--- config.mk ---
export PLATFORM = sky130hd
export DESIGN_NAME = lfurp_cell
export DESIGN_NICKNAME = d
export VERILOG_FILES = /design/src/rtl/lfurp_pkg.sv /design/src/rtl/lfurp_cell.sv
export SDC_FILE = /design/constraint.sdc
export NUM_CORES = 1
export LEC_CHECK = 0
export BUFFER_PORTS_ARGS = -buffer_cell sky130_fd_sc_hd__clkbuf_2
export CAP_MARGIN = 20
export CELL_PAD_IN_SITES_DETAIL_PLACEMENT = 0
export CELL_PAD_IN_SITES_GLOBAL_PLACEMENT = 1
export CORE_AREA = 2 2 210 212
export DETAILED_ROUTE_END_ITERATION = 8
export DIE_AREA = 0 0 212 214
export HOLD_SLACK_MARGIN = 0.05
export PLACE_DENSITY_LB_ADDON = 0.1
export SLEW_MARGIN = 20
export SYNTH_ARGS = -nofsm -noshare
export SYNTH_HDL_FRONTEND = slang
export SYNTH_SLANG_ARGS = --single-unit
--- constraint.sdc ---
create_clock -name clk -period 16.2 [get_ports clk]
set_clock_uncertainty 0.15 [all_clocks]
set_input_delay 0.81 -clock clk [delete_from_list [all_inputs] [get_ports clk]]
set_output_delay 0.81 -clock clk [all_outputs]
set_load 0.05 [all_outputs]
--- src/rtl/lfurp_pkg.sv ---
// ----------------------------------------------------------------------------
// LFU replacement policy package
// Shared sizes, the per-cell write command and the victim candidate record.
// ----------------------------------------------------------------------------
package lfurp_pkg;

  localparam int CAPACITY   = 16;
  localparam int COUNT_BITS = 32;
  localparam int ADDR_W     = 64;
  localparam int TIME_W     = 64;
  localparam int CFG_W      = 5;
  localparam int SLOT_W     = 4;
  localparam int IDX_W      = (CAPACITY > 1) ? $clog2(CAPACITY) : 1;
  localparam int LIM_W      = $clog2(CAPACITY + 1);
  localparam int OUT_DATA_W = ((ADDR_W + SLOT_W + 7) / 8) * 8;
  localparam int OUT_USER_W = 2;

  typedef struct packed {
    logic              wr;
    logic              inc;
    logic [IDX_W-1:0]  slot;
    logic [ADDR_W-1:0] addr;
    logic [TIME_W-1:0] stamp;
  } cell_cmd_t;

  typedef struct packed {
    logic                  have;
    logic [COUNT_BITS-1:0] count;
    logic [TIME_W-1:0]     stamp;
    logic [IDX_W-1:0]      idx;
    logic [ADDR_W-1:0]     addr;
  } cand_t;

endpackage

--- src/rtl/lfurp_cell.sv ---
// ----------------------------------------------------------------------------
// LFU replacement cell
// Holds one tag entry, matches it against the request address and passes the
// best victim candidate so far on to the next cell each cycle.
// ----------------------------------------------------------------------------
module lfurp_cell (
  input  logic                      clk,
  input  logic                      rst_n,
  input  logic [lfurp_pkg::IDX_W-1:0]  cell_idx,
  input  lfurp_pkg::cell_cmd_t      cmd,
  input  logic                      kill,
  input  logic [lfurp_pkg::ADDR_W-1:0] key,
  input  lfurp_pkg::cand_t          cand_in,
  output logic                      valid,
  output logic                      match,
  output lfurp_pkg::cand_t          cand_out
);

  logic                                valid_r;
  logic [lfurp_pkg::ADDR_W-1:0]        addr_r;
  logic [lfurp_pkg::COUNT_BITS-1:0]    count_r;
  logic [lfurp_pkg::TIME_W-1:0]        stamp_r;
  lfurp_pkg::cand_t                    cand_r;
  logic                                sel;
  logic                                better;

  assign sel = cmd.wr && (cmd.slot == cell_idx);

  always_ff @(posedge clk) begin
    if (!rst_n) begin
      valid_r <= 1'b0;
    end else if (sel) begin
      valid_r <= 1'b1;
    end else if (kill) begin
      valid_r <= 1'b0;
    end
  end

  always_ff @(posedge clk) begin
    if (sel) begin
      addr_r  <= cmd.addr;
      stamp_r <= cmd.stamp;
      if (!cmd.inc) begin
        count_r <= lfurp_pkg::COUNT_BITS'(1);
      end else if (count_r != {lfurp_pkg::COUNT_BITS{1'b1}}) begin
        count_r <= count_r + lfurp_pkg::COUNT_BITS'(1);
      end
    end
  end

  always_comb begin
    better = valid_r && (!cand_in.have || (count_r < cand_in.count) ||
             ((count_r == cand_in.count) && (stamp_r < cand_in.stamp)));
  end

  always_ff @(posedge clk) begin
    if (better) begin
      cand_r.have  <= 1'b1;
      cand_r.count <= count_r;
      cand_r.stamp <= stamp_r;
      cand_r.idx   <= cell_idx;
      cand_r.addr  <= addr_r;
    end else begin
      cand_r <= cand_in;
    end
  end

  assign valid    = valid_r;
  assign match    = valid_r && (addr_r == key);
  assign cand_out = cand_r;

endmodule

==> flow_summary.ini <==
[run_status]
status = finished clean

[clock_network]
cts_resized = 0
cts-root-buf = clkbuf_16
cts-hold-fix-buffers = 0
postCtsSetupBuffers = 0
clk_latency_ns = 0.56
clk_pin_slew_ns = 0.06
cts_made_buffers = 40
cts_buffer_depth = 3
cts_sinks = 326
cts_tree = yes
h-tree-depth = 2

[yosys]
seq_area_frac_synth = 0.577
ys_warn_count = 0
synth-seq-cells = 326
syn_area_um2 = 14100
syn_area_per_cell_um2 = 13.3
synthCells = 1061
synthDistinctLibCells = 48
synth_fp_nets = 1527

[placed_design]
portBuffers = 536
place_congestion = 0.830
hpwl_um = 35800

[sta]
hold_viol = 0
slew-limit-headroom = 0.333
min_period_ns = 4.88
rsz0062_at_grt = no
fmax_mhz = 205
fin_setup_tns_ns = 0
setup_viol = 0
worstMarginPinSlew_ns = 1.00
slew_violations = 0
post-route-period-util = 0.301

[floorplan]
fp.dieH_um = 214
die_w_um = 212
coreArea_um2 = 42900
io_pins = 537
fp-row-count = 76
initial_core_util = 0.328
dieArea_um2 = 45400

[critical_path]
worstReg2RegEnd = cand_out[1]$_DFF_P_
crit_chain = ha_1 > nand4_1 > or3_1 > nor4_2 > o2111ai_1 > a21oi_1 > nand4_1 > a31oi_4 > buf_4 > buf_4 > mux2_2
r2r_cells = 11
critical_path_class = reg -> reg
r2r_setup_slack_ns = 11.32
crit_path_start_kind = flip-flop
required_ns = 16.49
cp.arrival_ns = 5.16
end_kind = flip-flop
r2r-start = count_r[13]$_SDFFCE_PN0P_
cp-startpoint = count_r[13]$_SDFFCE_PN0P_
slowest_stage = buf_4
critPathMaxFanout = 62
cpPeakStageDelay_ns = 0.81

[global_route]
gr-usage-all-layers = 0.197
grt_max_degree = 65
grt_pass1_vias = 10700
gr-total-overflow = 0
grt_pass1_wl_um = 66200
antenna_found_initial = 6

[detailed_routing]
drcViolationCount = 0
detail-route-antenna-nets = 0
wl_per_cell_um = 20.1
viasPerCell = 4.45
first_iter_violations = 427
dr.pass1.iters = 4
vias = 10000
wl_um = 45200

[min_path]
whs_endpoint = addr_r[13]$_DFFE_PP_
hold_class = in -> reg
min_path_cells = 1
worstHoldStart = cmd[77]

[power]
ir_worst_vdd_mv = 0.0678
p_leak_nw = 8.45
power_mw = 2.10
powerDensity_nw_per_um2 = 112

[flow_run]
maxCapViolations = 0

[layout]
drive_gt1_frac = 0.370
fin_nets = 2090
syn_to_final_growth_pct = 32.9
-- cells in the mapped netlist (all sizes together) --
library cell | instances | area, um2
a21o | 7 | 52.6
a222oi | 1 | 10.0
nand4 | 35 | 219
clkbuf | 4 | 15.0
a31oi | 1 | 12.5
and4 | 4 | 35.0
nand3 | 18 | 90.1
a221o | 1 | 10.0
and2 | 27 | 169
a21boi | 4 | 30.0
o211a | 1 | 10.0
or3 | 4 | 25.0
mux2i | 1 | 10.0
o21ai | 13 | 65.1
o31ai | 1 | 7.51
nor2b | 5 | 31.3
mux2 | 163 | 1840
inv | 112 | 420
nor4 | 14 | 93.8
a22o | 1 | 8.76
o41ai | 1 | 8.76
dfxtp | 166 | 3320
xnor2 | 55 | 482
o2bb2ai | 2 | 17.5
o2111ai | 2 | 17.5
nand2 | 32 | 120
ha | 96 | 1200
nor3 | 5 | 25.0
o211ai | 4 | 30.0
a2111oi | 2 | 17.5
a211oi | 8 | 65.1
nor2 | 9 | 33.8
xor2 | 28 | 245
nand2b | 1 | 6.26
edfxtp | 160 | 4800
a221oi | 4 | 35.0
and3 | 10 | 62.6
o22ai | 7 | 43.8
a41oi | 1 | 8.76
or2 | 1 | 6.26
a21oi | 30 | 150
buf | 18 | 218
o21a | 2 | 15.0
-- routing by layer --
layer | wire length, um | vias to the layer above | track usage | share of wire
met2 | 23500 | 311 | 0.357 | 0.52
met1 | 17200 | 4680 | 0.214 | 0.38
met3 | 3620 | 50 | 0.0696 | 0.080
met5 | 22 | - | 0 | 0.00049
met4 | 773 | 4 | 0.0603 | 0.017
li1 | - | 4963 | - | -
-- kinds of logic (layout without fill, tap and decap cells) --
logic type | after synthesis | after routing | synth area share
muxes | 164 | 164 | 0.131
and+or+nand+nor | 165 | 165 | 0.0651
buffers and inverters | 134 | 729 | 0.0464
adders and majority gates | 96 | 96 | 0.0853
DFF | 326 | 326 | 0.577
xor gates and xnor gates | 83 | 83 | 0.0516
other | 0 | 6 | 0
AOI/OAI and AO/OA | 93 | 93 | 0.0437
-- layout by cell type, fill, tap and decap left out, types with 3 or more instances in the layout --
master     synthesis  final
nand4_1           35     35
nor4_1            13     12
nor2b_1            5      5
a21o_1             7      7
and4_1             4      4
nor3_1             5      5
diode_2            0      6
dfxtp_1          166    166
a21boi_0           4      4
buf_4              2      7
xnor2_1           55     55
clkbuf_16          0     41
bufinv_16          0      4
inv_6              0      3
inv_1            112    112
a221oi_1           4      4
a211oi_1           7      7
xor2_1            28     28
and2_1            27     27
and3_1            10     10
a21oi_1           30     30
nand2_1           32     32
o211ai_1           4      4
o22ai_1            7      7
ha_1              96     96
mux2_1           159    159
clkbuf_8           0      6
o21ai_0           13     13
nor2_1             9      9
nand3_1           18     18
clkbuf_1           4     14
clkbuf_2           0    536
or3_1              4      4
mux2_2             4      4
clkinv_2           0      4
edfxtp_1         160    160
-- worst max path at each step --
stage                                           to  cells after the start
after global routing           cand_out[2]$_DFF_P_                     11
after global placement         cand_out[2]$_DFF_P_                     13
after detailed placement       cand_out[2]$_DFF_P_                     13
after floorplan           count_r[0]$_SDFFCE_PN1P_                      4
after CTS                      cand_out[0]$_DFF_P_                     11
final                          cand_out[1]$_DFF_P_                     11
-- report_power, final --
part / internal (mW) / leakage (nW) / switching (mW)
sequential: 0.904 / 2.85 / 0.0163
clock: 0.560 / 0.652 / 0.359
combinational: 0.0899 / 4.95 / 0.168
total: 1.55 / 8.45 / 0.543
-- flip-flops by register name, summed over array words and instances, names as in the netlist --
register	flops
valid	1
count_r	32
addr_r	64
stamp_r	64
cand_out	165
-- final cells by class --
class,count,area [um2]
Sequential cell,326,8130
Multi-Input combinational cell,601,5350
Timing Repair Buffer,543,2740
Antenna cell,6,15.0
Fill cell,4165,24200
Tap cell,585,732
Clock inverter,13,178
Clock buffer,61,1160
Inverter,112,420
-- metrics by stage --
step / hold WS (ns) / area [um2] / cells / setup slack, ns / utilization
3_5_place_dp: 0.326 / 17400 / 2167 / 10.79 / 0.405
2_1_floorplan: 0.299 / 14100 / 1061 / 5.49 / -
4_1_cts: 0.228 / 18700 / 2241 / 11.20 / 0.436
5_1_grt: 0.243 / 18700 / 2245 / 11.03 / 0.436
6_report: 0.268 / 18700 / 2247 / 11.32 / 0.436
3_3_place_gp: 0.322 / 17400 / 2167 / 10.81 / 0.405
-- critical path: cells and delay by family, from the launching register on --
kind            cells  cell delay (ns)
buf+inv             2             1.46
fa+ha+maj           1             0.34
mux                 1             0.41
compound gates      3             0.70
simple gates        4             1.09
flops               1             0.48
Note: power is estimated with default switching activity, not from simulation.
